==> config.mk <==
export PLATFORM = sky130hd
export DESIGN_NAME = page_run_allocator
export DESIGN_NICKNAME = d
export VERILOG_FILES = /design/src/rtl/core/pra_pkg.sv /design/src/rtl/core/page_run_allocator.sv
export SDC_FILE = /design/constraint.sdc
export NUM_CORES = 2
export LEC_CHECK = 0
export ABC_AREA = 0
export BUFFER_PORTS_ARGS = -buffer_cell sky130_fd_sc_hd__buf_2
export CAP_MARGIN = 20
export CORE_ASPECT_RATIO = 1.2
export CORE_MARGIN = 4
export CORE_UTILIZATION = 55
export CTS_CLUSTER_SIZE = 40
export DETAILED_ROUTE_END_ITERATION = 8
export HOLD_SLACK_MARGIN = 0.05
export PLACE_DENSITY = 0.71
export SLEW_MARGIN = 40
export SYNTH_ARGS = -nofsm -noshare
export SYNTH_HDL_FRONTEND = slang
export SYNTH_SLANG_ARGS = --single-unit
==> constraint.sdc <==
create_clock -name clk -period 11.8 [get_ports clk]
set_input_delay 2.36 -clock clk [delete_from_list [all_inputs] [get_ports clk]]
set_output_delay 2.36 -clock clk [all_outputs]
set_load 0.02 [all_outputs]
==> src/rtl/core/pra_pkg.sv <==
// shared codes and state type of the page run allocator
package pra_pkg;

  // command codes
  localparam logic CMD_ALLOC = 1'b0;
  localparam logic CMD_FREE  = 1'b1;

  // result status codes
  localparam logic [1:0] ST_OK      = 2'd0;
  localparam logic [1:0] ST_NOMEM   = 2'd1;
  localparam logic [1:0] ST_BADLEN  = 2'd2;
  localparam logic [1:0] ST_OVERLAP = 2'd3;

  // sequencer states
  typedef enum logic [8:0] {
    S_IDLE   = 9'b000000001,
    S_SC_RD  = 9'b000000010,
    S_SC_EV  = 9'b000000100,
    S_DECIDE = 9'b000001000,
    S_SD_RD  = 9'b000010000,
    S_SD_WR  = 9'b000100000,
    S_SU_RD  = 9'b001000000,
    S_SU_WR  = 9'b010000000,
    S_SPARE  = 9'b100000000
  } state_t;

endpackage

==> src/rtl/core/page_run_allocator.sv <==
// page run allocator: first-fit allocation over a sorted free run table
// The free runs sit in a table memory with one write port and one registered
// read port, one run per entry, kept sorted by start page. An item is taken when
// start is high and busy is low; its one result shows on out_alloc_page and
// out_status for the single cycle in which out_strobe is high, and it cannot be
// held off. An item with a zero page count, or a free that reaches past the last
// page, is answered without touching the table. Any other item scans the table,
// reading and then evaluating each stored run; an allocate stops at the first run
// that is long enough, and any other scan ends with a closing read. An exact-fit
// allocate, a free that joins both neighbours, or a free that adds a new run then
// moves each following entry, a read and then a write per entry, and ends with a
// closing step. Busy stays high through the scan and the moves, and out_strobe is
// high in the first cycle in which busy is low again. Entry zero is loaded while
// reset is held, so no clearing pass follows reset.
module page_run_allocator #(
  parameter int TOTAL_PAGES = 256,
  parameter int MAX_RUNS    = 128
) (
  input  logic       clk,
  input  logic       rst_n,
  input  logic       start,
  output logic       busy,
  input  logic       in_command,
  input  logic [7:0] in_page_index,
  input  logic [8:0] in_page_count,
  output logic       out_strobe,
  output logic [7:0] out_alloc_page,
  output logic [1:0] out_status
);
  import pra_pkg::*;

  localparam int PW = $clog2(TOTAL_PAGES);
  localparam int LW = $clog2(TOTAL_PAGES + 1);
  localparam int IW = (MAX_RUNS > 1) ? $clog2(MAX_RUNS) : 1;
  localparam int CW = $clog2(MAX_RUNS + 1);
  localparam int XW = ((LW > 10) ? LW : 10) + 1;
  localparam int EW = PW + LW;

  // run table
  logic [EW-1:0] run_mem [MAX_RUNS];
  logic [EW-1:0] rd_data_r;
  logic [IW-1:0] rd_addr;
  logic          mem_we;
  logic [IW-1:0] mem_wa;
  logic [EW-1:0] mem_wd;

  state_t        state_r, state_nxt;
  logic [CW-1:0] cnt_r, cnt_nxt;
  logic [CW-1:0] idx_r, idx_nxt;
  logic [CW-1:0] pos_r, pos_nxt;
  logic          cmd_r, cmd_nxt;
  logic [7:0]    page_r, page_nxt;
  logic [8:0]    count_r, count_nxt;
  logic          have_prev_r, have_prev_nxt;
  logic          have_next_r, have_next_nxt;
  logic          overlap_r, overlap_nxt;
  logic [PW-1:0] prev_start_r, prev_start_nxt;
  logic [LW-1:0] prev_len_r, prev_len_nxt;
  logic [PW-1:0] next_start_r, next_start_nxt;
  logic [LW-1:0] next_len_r, next_len_nxt;
  logic          out_strobe_r, out_strobe_nxt;
  logic [7:0]    out_page_r, out_page_nxt;
  logic [1:0]    out_status_r, out_status_nxt;

  logic [PW-1:0] rd_start;
  logic [LW-1:0] rd_len;
  logic [XW-1:0] rs_x, re_x, rl_x, p_x, n_x, pend_x, newlen_x, apage_x, in_end_x;
  logic          join_prev, join_next;
  logic [CW-1:0] pos_m1, idx_p1, idx_m1;

  // table memory with registered read; entry zero loaded during reset
  always_ff @(posedge clk) begin
    if (!rst_n) begin
      run_mem[0] <= {PW'(0), LW'(TOTAL_PAGES)};
    end else if (mem_we) begin
      run_mem[mem_wa] <= mem_wd;
    end
    rd_data_r <= run_mem[rd_addr];
  end

  // datapath terms
  assign rd_start = rd_data_r[EW-1:LW];
  assign rd_len   = rd_data_r[LW-1:0];
  assign rs_x     = XW'(rd_start);
  assign rl_x     = XW'(rd_len);
  assign re_x     = rs_x + rl_x;
  assign p_x      = XW'(page_r);
  assign n_x      = XW'(count_r);
  assign pend_x   = p_x + n_x;
  assign newlen_x = rl_x - n_x;
  assign apage_x  = rs_x + newlen_x;
  assign in_end_x = XW'(in_page_index) + XW'(in_page_count);
  assign pos_m1   = pos_r - CW'(1);
  assign idx_p1   = idx_r + CW'(1);
  assign idx_m1   = idx_r - CW'(1);
  assign join_prev = have_prev_r && (XW'(prev_start_r) + XW'(prev_len_r) == p_x);
  assign join_next = have_next_r && (XW'(next_start_r) == pend_x);

  // sequencer
  always_comb begin
    state_nxt      = state_r;
    cnt_nxt        = cnt_r;
    idx_nxt        = idx_r;
    pos_nxt        = pos_r;
    cmd_nxt        = cmd_r;
    page_nxt       = page_r;
    count_nxt      = count_r;
    have_prev_nxt  = have_prev_r;
    have_next_nxt  = have_next_r;
    overlap_nxt    = overlap_r;
    prev_start_nxt = prev_start_r;
    prev_len_nxt   = prev_len_r;
    next_start_nxt = next_start_r;
    next_len_nxt   = next_len_r;
    out_strobe_nxt = 1'b0;
    out_page_nxt   = out_page_r;
    out_status_nxt = out_status_r;
    rd_addr        = idx_r[IW-1:0];
    mem_we         = 1'b0;
    mem_wa         = idx_r[IW-1:0];
    mem_wd         = rd_data_r;
    unique case (state_r)
      S_IDLE: begin
        if (start) begin
          cmd_nxt       = in_command;
          page_nxt      = in_page_index;
          count_nxt     = in_page_count;
          idx_nxt       = '0;
          pos_nxt       = cnt_r;
          have_prev_nxt = 1'b0;
          have_next_nxt = 1'b0;
          overlap_nxt   = 1'b0;
          out_page_nxt  = '0;
          if (in_page_count == 9'd0 ||
              (in_command == CMD_FREE && in_end_x > XW'(TOTAL_PAGES))) begin
            out_status_nxt = ST_BADLEN;
            out_strobe_nxt = 1'b1;
          end else begin
            state_nxt = S_SC_RD;
          end
        end
      end
      S_SC_RD: begin
        if (idx_r == cnt_r) begin
          if (cmd_r == CMD_ALLOC) begin
            out_status_nxt = ST_NOMEM;
            out_strobe_nxt = 1'b1;
            state_nxt      = S_IDLE;
          end else begin
            state_nxt = S_DECIDE;
          end
        end else begin
          state_nxt = S_SC_EV;
        end
      end
      S_SC_EV: begin
        if (cmd_r == CMD_ALLOC) begin
          if (rl_x == n_x) begin
            out_page_nxt   = 8'(rs_x);
            out_status_nxt = ST_OK;
            state_nxt      = S_SD_RD;
          end else if (rl_x > n_x) begin
            mem_we         = 1'b1;
            mem_wd         = {rd_start, LW'(newlen_x)};
            out_page_nxt   = apage_x[7:0];
            out_status_nxt = ST_OK;
            out_strobe_nxt = 1'b1;
            state_nxt      = S_IDLE;
          end else begin
            idx_nxt   = idx_p1;
            state_nxt = S_SC_RD;
          end
        end else begin
          if (p_x < re_x && rs_x < pend_x) begin
            overlap_nxt = 1'b1;
          end
          if (rs_x < p_x) begin
            have_prev_nxt  = 1'b1;
            prev_start_nxt = rd_start;
            prev_len_nxt   = rd_len;
          end else if (!have_next_r) begin
            have_next_nxt  = 1'b1;
            next_start_nxt = rd_start;
            next_len_nxt   = rd_len;
            pos_nxt        = idx_r;
          end
          idx_nxt   = idx_p1;
          state_nxt = S_SC_RD;
        end
      end
      S_DECIDE: begin
        out_status_nxt = ST_OK;
        if (overlap_r) begin
          out_status_nxt = ST_OVERLAP;
          out_strobe_nxt = 1'b1;
          state_nxt      = S_IDLE;
        end else if (join_prev && join_next) begin
          mem_we    = 1'b1;
          mem_wa    = pos_m1[IW-1:0];
          mem_wd    = {prev_start_r, LW'(XW'(prev_len_r) + n_x + XW'(next_len_r))};
          idx_nxt   = pos_r;
          state_nxt = S_SD_RD;
        end else if (join_prev) begin
          mem_we         = 1'b1;
          mem_wa         = pos_m1[IW-1:0];
          mem_wd         = {prev_start_r, LW'(XW'(prev_len_r) + n_x)};
          out_strobe_nxt = 1'b1;
          state_nxt      = S_IDLE;
        end else if (join_next) begin
          mem_we         = 1'b1;
          mem_wa         = pos_r[IW-1:0];
          mem_wd         = {PW'(page_r), LW'(XW'(next_len_r) + n_x)};
          out_strobe_nxt = 1'b1;
          state_nxt      = S_IDLE;
        end else if (cnt_r == CW'(MAX_RUNS)) begin
          out_status_nxt = ST_NOMEM;
          out_strobe_nxt = 1'b1;
          state_nxt      = S_IDLE;
        end else begin
          idx_nxt   = cnt_r;
          state_nxt = S_SU_RD;
        end
      end
      // close the gap at idx by pulling later entries down
      S_SD_RD: begin
        if (idx_p1 < cnt_r) begin
          rd_addr   = idx_p1[IW-1:0];
          state_nxt = S_SD_WR;
        end else begin
          cnt_nxt        = cnt_r - CW'(1);
          out_strobe_nxt = 1'b1;
          state_nxt      = S_IDLE;
        end
      end
      S_SD_WR: begin
        mem_we    = 1'b1;
        mem_wa    = idx_r[IW-1:0];
        mem_wd    = rd_data_r;
        idx_nxt   = idx_p1;
        state_nxt = S_SD_RD;
      end
      // open a slot at pos by pushing entries up, then fill it
      S_SU_RD: begin
        if (idx_r > pos_r) begin
          rd_addr   = idx_m1[IW-1:0];
          state_nxt = S_SU_WR;
        end else begin
          mem_we         = 1'b1;
          mem_wa         = pos_r[IW-1:0];
          mem_wd         = {PW'(page_r), LW'(count_r)};
          cnt_nxt        = cnt_r + CW'(1);
          out_strobe_nxt = 1'b1;
          state_nxt      = S_IDLE;
        end
      end
      S_SU_WR: begin
        mem_we    = 1'b1;
        mem_wa    = idx_r[IW-1:0];
        mem_wd    = rd_data_r;
        idx_nxt   = idx_m1;
        state_nxt = S_SU_RD;
      end
      default: begin
        state_nxt = S_IDLE;
      end
    endcase
  end

  // control registers
  always_ff @(posedge clk) begin
    if (!rst_n) begin
      state_r      <= S_IDLE;
      cnt_r        <= CW'(1);
      out_strobe_r <= 1'b0;
    end else begin
      state_r      <= state_nxt;
      cnt_r        <= cnt_nxt;
      out_strobe_r <= out_strobe_nxt;
    end
  end

  // item and result registers
  always_ff @(posedge clk) begin
    idx_r        <= idx_nxt;
    pos_r        <= pos_nxt;
    cmd_r        <= cmd_nxt;
    page_r       <= page_nxt;
    count_r      <= count_nxt;
    have_prev_r  <= have_prev_nxt;
    have_next_r  <= have_next_nxt;
    overlap_r    <= overlap_nxt;
    prev_start_r <= prev_start_nxt;
    prev_len_r   <= prev_len_nxt;
    next_start_r <= next_start_nxt;
    next_len_r   <= next_len_nxt;
    out_page_r   <= out_page_nxt;
    out_status_r <= out_status_nxt;
  end

  assign busy           = (state_r != S_IDLE);
  assign out_strobe     = out_strobe_r;
  assign out_alloc_page = out_page_r;
  assign out_status     = out_status_r;

`ifndef ASSERT_OFF
  a_cnt_bound: assert property (@(posedge clk) disable iff (!rst_n)
    cnt_r <= CW'(MAX_RUNS)) else $error("run count beyond table size");

  a_done_idle: assert property (@(posedge clk) disable iff (!rst_n)
    out_strobe_r |-> state_r == S_IDLE) else $error("result while still working");

  a_fail_zero: assert property (@(posedge clk) disable iff (!rst_n)
    (out_strobe_r && out_status_r != ST_OK) |-> out_page_r == 8'd0)
    else $error("failed item gave a page");

  a_take_busy: assert property (@(posedge clk) disable iff (!rst_n)
    (start && !busy && in_page_count != 9'd0 && in_command == CMD_ALLOC) |=> busy)
    else $error("allocate item not started");
`endif

endmodule

# Yosys cells after proc, flatten, opt, wreduce, memory -nomap -nowiden
# Memories as Yosys holds them, arrays and structs flattened. A register that Yosys moved wholly into a read port is not among the register bits.
# Index checks and enable logic that the tools add are counted.
# word_totals
mem_count	1
register_bits	99
ram_bits	2176
output_inout_bits	12
word_cells	205
in_bits	21
# memory_table
name	depth	word_bits	rd	rd_ports_with_merged_regs	wr	line_no	text
run_mem	128	17	1	1	1	page_run_allocator.sv:40	logic [EW-1:0] run_mem [MAX_RUNS];
# classes
reduce_logical	25
n_eq_ne	34
order_cmp	7
bitwise	2
add_sub_neg	14
muxes	105
# op_table
operator	n
8-bit 2-to-1 mux	19
17-bit 2-to-1 mux	6
7-bit 2-to-1 mux	13
9-bit case mux with 8 select lines	1
9-bit 2-to-1 mux	7
17-bit case mux with 3 select lines	1
8-bit case mux with 2 select lines	3
8-bit by 9-bit adder with 10-bit output	4
8-bit case mux with 5 select lines	1
1-bit 2-to-1 mux	34
2-bit inequality test (second input constant)	14
7-bit case mux with 2 select lines	2
9-bit adder	3
8-bit by 10-bit less-than comparator with 1-bit output	2
4-bit AND reduction	5
2-bit 2-to-1 mux	9
3-bit inequality test (second input constant)	6
17-bit OR reduction	1
8-bit by 1-bit adder with 8-bit output (second input constant)	2
8-bit less-than comparator	2
8-bit by 1-bit subtractor with 8-bit output (second input constant)	2
10-bit by 8-bit == test with 1-bit output	1
8-bit by 10-bit == test with 1-bit output	1
10-bit by 9-bit greater-than comparator with 1-bit output (second input constant)	1
other kinds (37)	47

# Depth between registers and ports, before layout
# logic_depth
ltp_word	13
mapped_depth	23
mapped_depth_nobuf	17

# Worst setup path before layout
# No wires, ideal clock.
# synth_timing
kind	register to register
from	register page_r[0]
to	memory run_mem[0][0] (netlist bit) (data pin)
n_path_buf	3
stages_incl_launch_ff	16
synth_period_minus_slack_ns	9.887
path_slack_ns	1.913
setup_time_ns	1.229
t_arrival_ns	8.657
path_cell_list	edfxtp_1 -> ha_1 -> inv_1 -> fa_1 -> xor2_1 -> and3_1 -> nand4_1 -> a311o_1 -> or4_1 -> or3_1 -> clkbuf_1 -> a21oi_1 -> o21ai_1 -> clkbuf_1 -> clkbuf_1 -> a211oi_1
# synth_via
elab_chain_cells	13
elab_cells_between_ends	21
# synth_rtl
item	line_no	text
start: declaration	page_run_allocator.sv:52	logic [7:0] page_r, page_nxt;
start signal: assignment	page_run_allocator.sv:287	page_r <= page_nxt;
8-bit by 9-bit adder with 10-bit output	page_run_allocator.sv:89	assign pend_x = p_x + n_x;
8-bit by 10-bit == test with 1-bit output	page_run_allocator.sv:97	assign join_next = have_next_r && (XW'(next_start_r) == pend_x);
1-bit logical AND	page_run_allocator.sv:97	
1-bit 2-to-1 mux	page_run_allocator.sv:209	end else if (join_next) begin
1-bit 2-to-1 mux	page_run_allocator.sv:203	end else if (join_prev) begin
1-bit 2-to-1 mux	page_run_allocator.sv:197	end else if (join_prev && join_next) begin
1-bit 2-to-1 mux	page_run_allocator.sv:193	if (overlap_r) begin
1-bit case mux with 4 select lines	page_run_allocator.sv:122	unique case (state_r)
1-bit 2-to-1 mux	page_run_allocator.sv:75	end else if (mem_we) begin
1-bit 2-to-1 mux	page_run_allocator.sv:73	if (!rst_n) begin
1-bit 2-to-1 mux (not written as such)	page_run_allocator.sv:76	run_mem[mem_wa] <= mem_wd;
17-bit OR reduction (no source line)	--	
17-bit 2-to-1 mux (no source line) *	--	
end: declaration	page_run_allocator.sv:40	
# Every way passes the cells marked *; elsewhere a longest branch is shown, timed or not.

# Worst setup path in the final report
# layout_timing
from	register idx_r[1]
to	register rd_data_r[10] (read register of run_mem)
# layout_via
elab_chain_cells	4
elab_cells_between_ends	7
# layout_rtl
item	line_no	text
start: declaration	page_run_allocator.sv:49	logic [CW-1:0] idx_r, idx_nxt;
start signal: assignment	page_run_allocator.sv:284	idx_r <= idx_nxt;
8-bit by 1-bit adder with 8-bit output	page_run_allocator.sv:94	assign idx_p1 = idx_r + CW'(1);
8-bit less-than comparator	page_run_allocator.sv:226	if (idx_p1 < cnt_r) begin
7-bit 2-to-1 mux	page_run_allocator.sv:226	
7-bit case mux with 2 select lines *	page_run_allocator.sv:122	
end: declaration	page_run_allocator.sv:41	logic [EW-1:0] rd_data_r;
# Marks and branches as above.
# A chain may end at the register's enable or synchronous reset.

==> results summary <==
The worst path in the final design needs a cycle of 7.51 ns, including I/O delays and setup. The async set or reset register ratio after synthesis came out at 0%. The via density per instance is 6.73. The fill cell instance count of the final layout came out at approximately 12000. The number of design-rule violations left by the first detailed-router iteration came out at a little under 9000. The proportion of power drawn by flip-flops and latches came out at 39.7%.

The final cell area excluding filler cells came out at 106000 um^2. The via count of the first global-routing pass is 56100. Once detail routing completed, the nets flagged for antenna violations numbered 0. The sum of buffers and inverters on the critical path is 4. Port buffering added 32 buffers. The switching power share of the total is around 36%. The part of the cycle the worst path needs is 63.6%. The final route contains 58700 vias. The worst setup path is captured at a flop.

The first global-routing pass estimated 395000 um of wire. The share of synthesized area in the top cell type comes to between 70% and 80%. The kind of cell with the highest combined delay on the critical path is compound AO/OA/AOI/OAI gates.

The worst-margin pin slew came out at 0.986 ns. The worst hold path begins at cnt_r[2]$_SDFFE_PN0P_. The die outline area is ~180000 um^2. The static power due to leakage is between 30 and 40 nW.

The clock drives 2291 sinks. The routed length per placed instance is 31.3 um. The clock network fraction of total power is 29.2%.

The clock insertion delay at the later pin of the skew report came out at 0.89 ns. The H-tree level count came out at 4. The count of final max-slew check failures came out at 0. The remaining global-route overflow came out at 0. The row count is 167. For this run, the register share of the synthesized area comes to 71.9%. The combinational cell fraction of total power is about 31%. Across the VDD grid, the largest voltage drop is 279 uV.

The area occupied by multi-input gates is 25400 um^2. Leaving out fill and tap cells, the most frequent cell in the layout is edfxtp_1. The starting density of the core came out at around 55%. The setup-violating endpoint count in the final report came out at 0. The arrival time at the worst endpoint came out at 8.22 ns.

The number of synthesized flops with an enable pin is 2257. No sink is reached through more buffers than the 3 on the longest clock path. The core area came out at 172000 um^2. The library cells used most frequently in the layout, excluding fill and tap cells, are edfxtp_1 (2257), nand2_1 (789), a21oi_1 (345). The vertical extent of the die is 464 um.

The pin count of the biggest net entering global routing is between 150 and 200. The worst setup path is launched from a flop. The area used by sequential logic in the layout came out at 68500 um^2.

In this run, post-CTS repair resized a total of 0 instances. The tightest slew margin relative to the limit came out at approximately a third. The prevailing post-synth register cell is edfxtp_1.

The initial antenna violation count came to 12. Across all hold checks on the routed design, the worst slack comes to 0.613 ns. The total of hold buffers inserted after clock tree synthesis came out at 0. The cell area after synthesis is 95200 um^2. The proportion of layout cells with a drive suffix above 1 came out at 14.8%. Counting cells, the worst reg-to-reg path comes to 19.

After synthesis the netlist holds a flip-flop and latch count of 2291. The mean instance size in the synthesized netlist came out at 15.6 um^2. In this run the critical register-to-register path is captured at rd_data_r[10]$_DFF_P_.

The cell-internal power is around 15 mW. The first-pass iteration count of the detailed router is 6. The cell count after synthesis is around 6000. The count of cell types in the netlist came out at 87.

The largest single stage delay on the critical path is around 0.91 ns. The number of max-cap violations is 0. The width of the chip came out at 388 um. Power spread over the standard cell area amounts to 219 nW/um^2.

The HPWL after detailed placement is 167000 um. The tightest min-delay check is of the reg2reg type. The post-route DRC violation count came out at 0. The worst register-to-register path begins at idx_r[1]$_DFFE_PP_. The synthesis-to-layout area growth came out at 11.8%. The I/O pin count came out at 33. The signal on the critical path passes through nand2_1, nor2_1, nand3_1, xor2_1, inv_1, ha_1, o211ai_1, o21a_1, a21o_1, a211o_1, nand4_1, buf_12, buf_4, buf_4, mux4_2, a22oi_1, nor2_1, a311oi_2, o2111ai_1. The kind of critical path is reg2reg. At the worst endpoint, the required time is ~13 ns. The number of failing hold endpoints at the final stage came out at 0. The highest attainable clock frequency is 0.133 GHz.

The biggest area contributor in the post-synthesis netlist is edfxtp_1. The total negative slack for setup checks came out at 0 ns. The total routing usage reported by global routing is 30.0%.

The critical path's slowest cell is edfxtp_1. The power after layout is roughly 23 mW. The number of cells traversed by the worst hold path is 2.

The weighted congestion reported at the end of routability-driven placement is 0.935. The highest net fanout along the worst path came out at 98. The number of buffers created by CTS is 209. The flow ran to the end, and the final reports show no timing, DRC or antenna violations. Across all register-to-register paths, the minimum setup slack is 4.29 ns.

Setup repair after global routing left no endpoint under its margin. The placed cell count is between 8000 and 9000. The worst hold path endpoint is cnt_r[2]$_SDFFE_PN0P_. The synthesized netlist net count is approximately 6300. The TritonCTS clock tree is done. By area the synthesized netlist is led by edfxtp_1 (71%), mux4_2 (5.7%), nand2_1 (3.1%), mux2i_1 (2.4%), a21oi_1 (1.9%). The instance area at placement is 99300 um^2. The clock tree root buffer cell is clkbuf_16.

Excluding fillers, the count of instances in the completed layout stands at 8725. The count of buffers added by post-CTS timing repair for setup came out at 0. The net switching component of the power came out at 8.31 mW. For the final database, setup skew stands at 0.0712 ns.

The total detailed-routing wirelength came out at 273000 um. The number of warning messages in the yosys log is 0. The clock slew at the register clock pins of the worst setup and hold paths came out at 0.07 ns. The final-stage net count came out at 6424.
-- worst max-delay path by stage --
stage                             start                       to  slack, ns  depth (start not counted)
finish               idx_r[1]$_DFFE_PP_    rd_data_r[10]$_DFF_P_       4.29                         19
global placement     idx_r[1]$_DFFE_PP_    rd_data_r[10]$_DFF_P_       4.07                         19
CTS                  idx_r[1]$_DFFE_PP_    rd_data_r[10]$_DFF_P_       4.38                         19
global route         idx_r[1]$_DFFE_PP_    rd_data_r[10]$_DFF_P_       4.02                         19
detailed placement   idx_r[1]$_DFFE_PP_    rd_data_r[10]$_DFF_P_       4.46                         19
floorplan           page_r[0]$_DFFE_PP_  run_mem[0][0]$_DFFE_PP_       1.91                         15
-- per-layer routing --
| layer | routed length [um] | GRT usage (%) |
|---|---|---|
| met2 | 127000 | 46.2 |
| met3 | 30800 | 6.07 |
| met4 | 16400 | 15.5 |
| met1 | 98800 | 40.9 |
| met5 | 23 | 0 |
-- state kept, by name (all words and copies together), names as in the netlist, 2 cells and up --
signal	cells
cnt_r	8
count_r	9
idx_r	8
next_len_r	9
next_start_r	8
out_alloc_page	8
out_status	2
page_r	8
pos_r	8
prev_len_r	9
prev_start_r	8
rd_data_r	17
run_mem	2176
state_r	8
-- tightest hold or removal path, cell delays in order (launching register included) --
cell      delay [ns]
dfxtp_1         0.38
nor2_1          0.13
a211oi_1        0.06
-- per-stage QoR --
step	setup WS [ns]	utilization [%]
2_1_floorplan	1.91	-
3_3_place_gp	4.07	57.4
5_1_grt	4.02	61.7
4_1_cts	4.38	61.6
3_5_place_dp	4.46	57.6
6_report	4.29	61.7
-- cells by family (layout without fill, tap and decap cells) --
family	count (synthesis)	after routing	synth area share (%)
adder cells (fa/ha/maj)	128	128	1.76
multiplexers	473	473	8.17
other	0	4	0
AO/OA/AOI/OAI	1051	1051	7.48
buffers and inverters	432	754	2.03
AND/OR/NAND/NOR	1645	1645	7.70
flip-flops	2291	2291	71.9
XOR/XNOR	98	98	0.946
-- power groups by stage --
| stage | Combinational (mW) | Clock, mW | Sequential (mW) |
|---|---|---|---|
| global route | 7.62 | 7.22 | 9.23 |
| global placement | 6.89 | 0 | 9.40 |
| floorplan | 4.73 | 0 | 9.22 |
| finish | 7.23 | 6.81 | 9.25 |
| CTS | 7.04 | 6.85 | 9.23 |
| detailed placement | 7.01 | 0 | 9.40 |
-- synthesized netlist by cell type, types with 11 or more instances --
cell	number
edfxtp_1	2257
nand2_1	790
a21oi_1	356
nand3_1	333
nor2_1	250
mux4_2	243
mux2i_1	228
clkbuf_1	159
ha_1	118
buf_2	117
inv_1	84
a22oi_1	77
a21o_1	70
o21ai_0	66
nand4_1	62
nor3_1	62
xnor2_1	59
o211ai_1	51
o22ai_1	50
a32oi_1	48
o2111ai_1	42
a31oi_1	37
xor2_1	36
dfxtp_1	34
buf_1	32
buf_4	29
a311oi_1	26
o221ai_1	26
nor2b_1	24
a221oi_1	23
a211oi_1	22
o21bai_1	21
a21boi_0	20
or4_1	20
and3_1	17
a211o_1	16
or3_1	15
a32o_1	14
nor4_1	14
nand2b_1	11
-- layout make-up --
type | count | share of cell area, %
sequential | 2291 | 64.3
tap | 2281 | 2.68
antenna | 4 | 0.00941
inverter | 87 | 0.307
multi-input combinational | 3395 | 23.9
timing repair buffer | 291 | 2.33
clock inverter | 128 | 1.32
clock buffer | 248 | 5.11
Power figures use the tool's default switching activity.
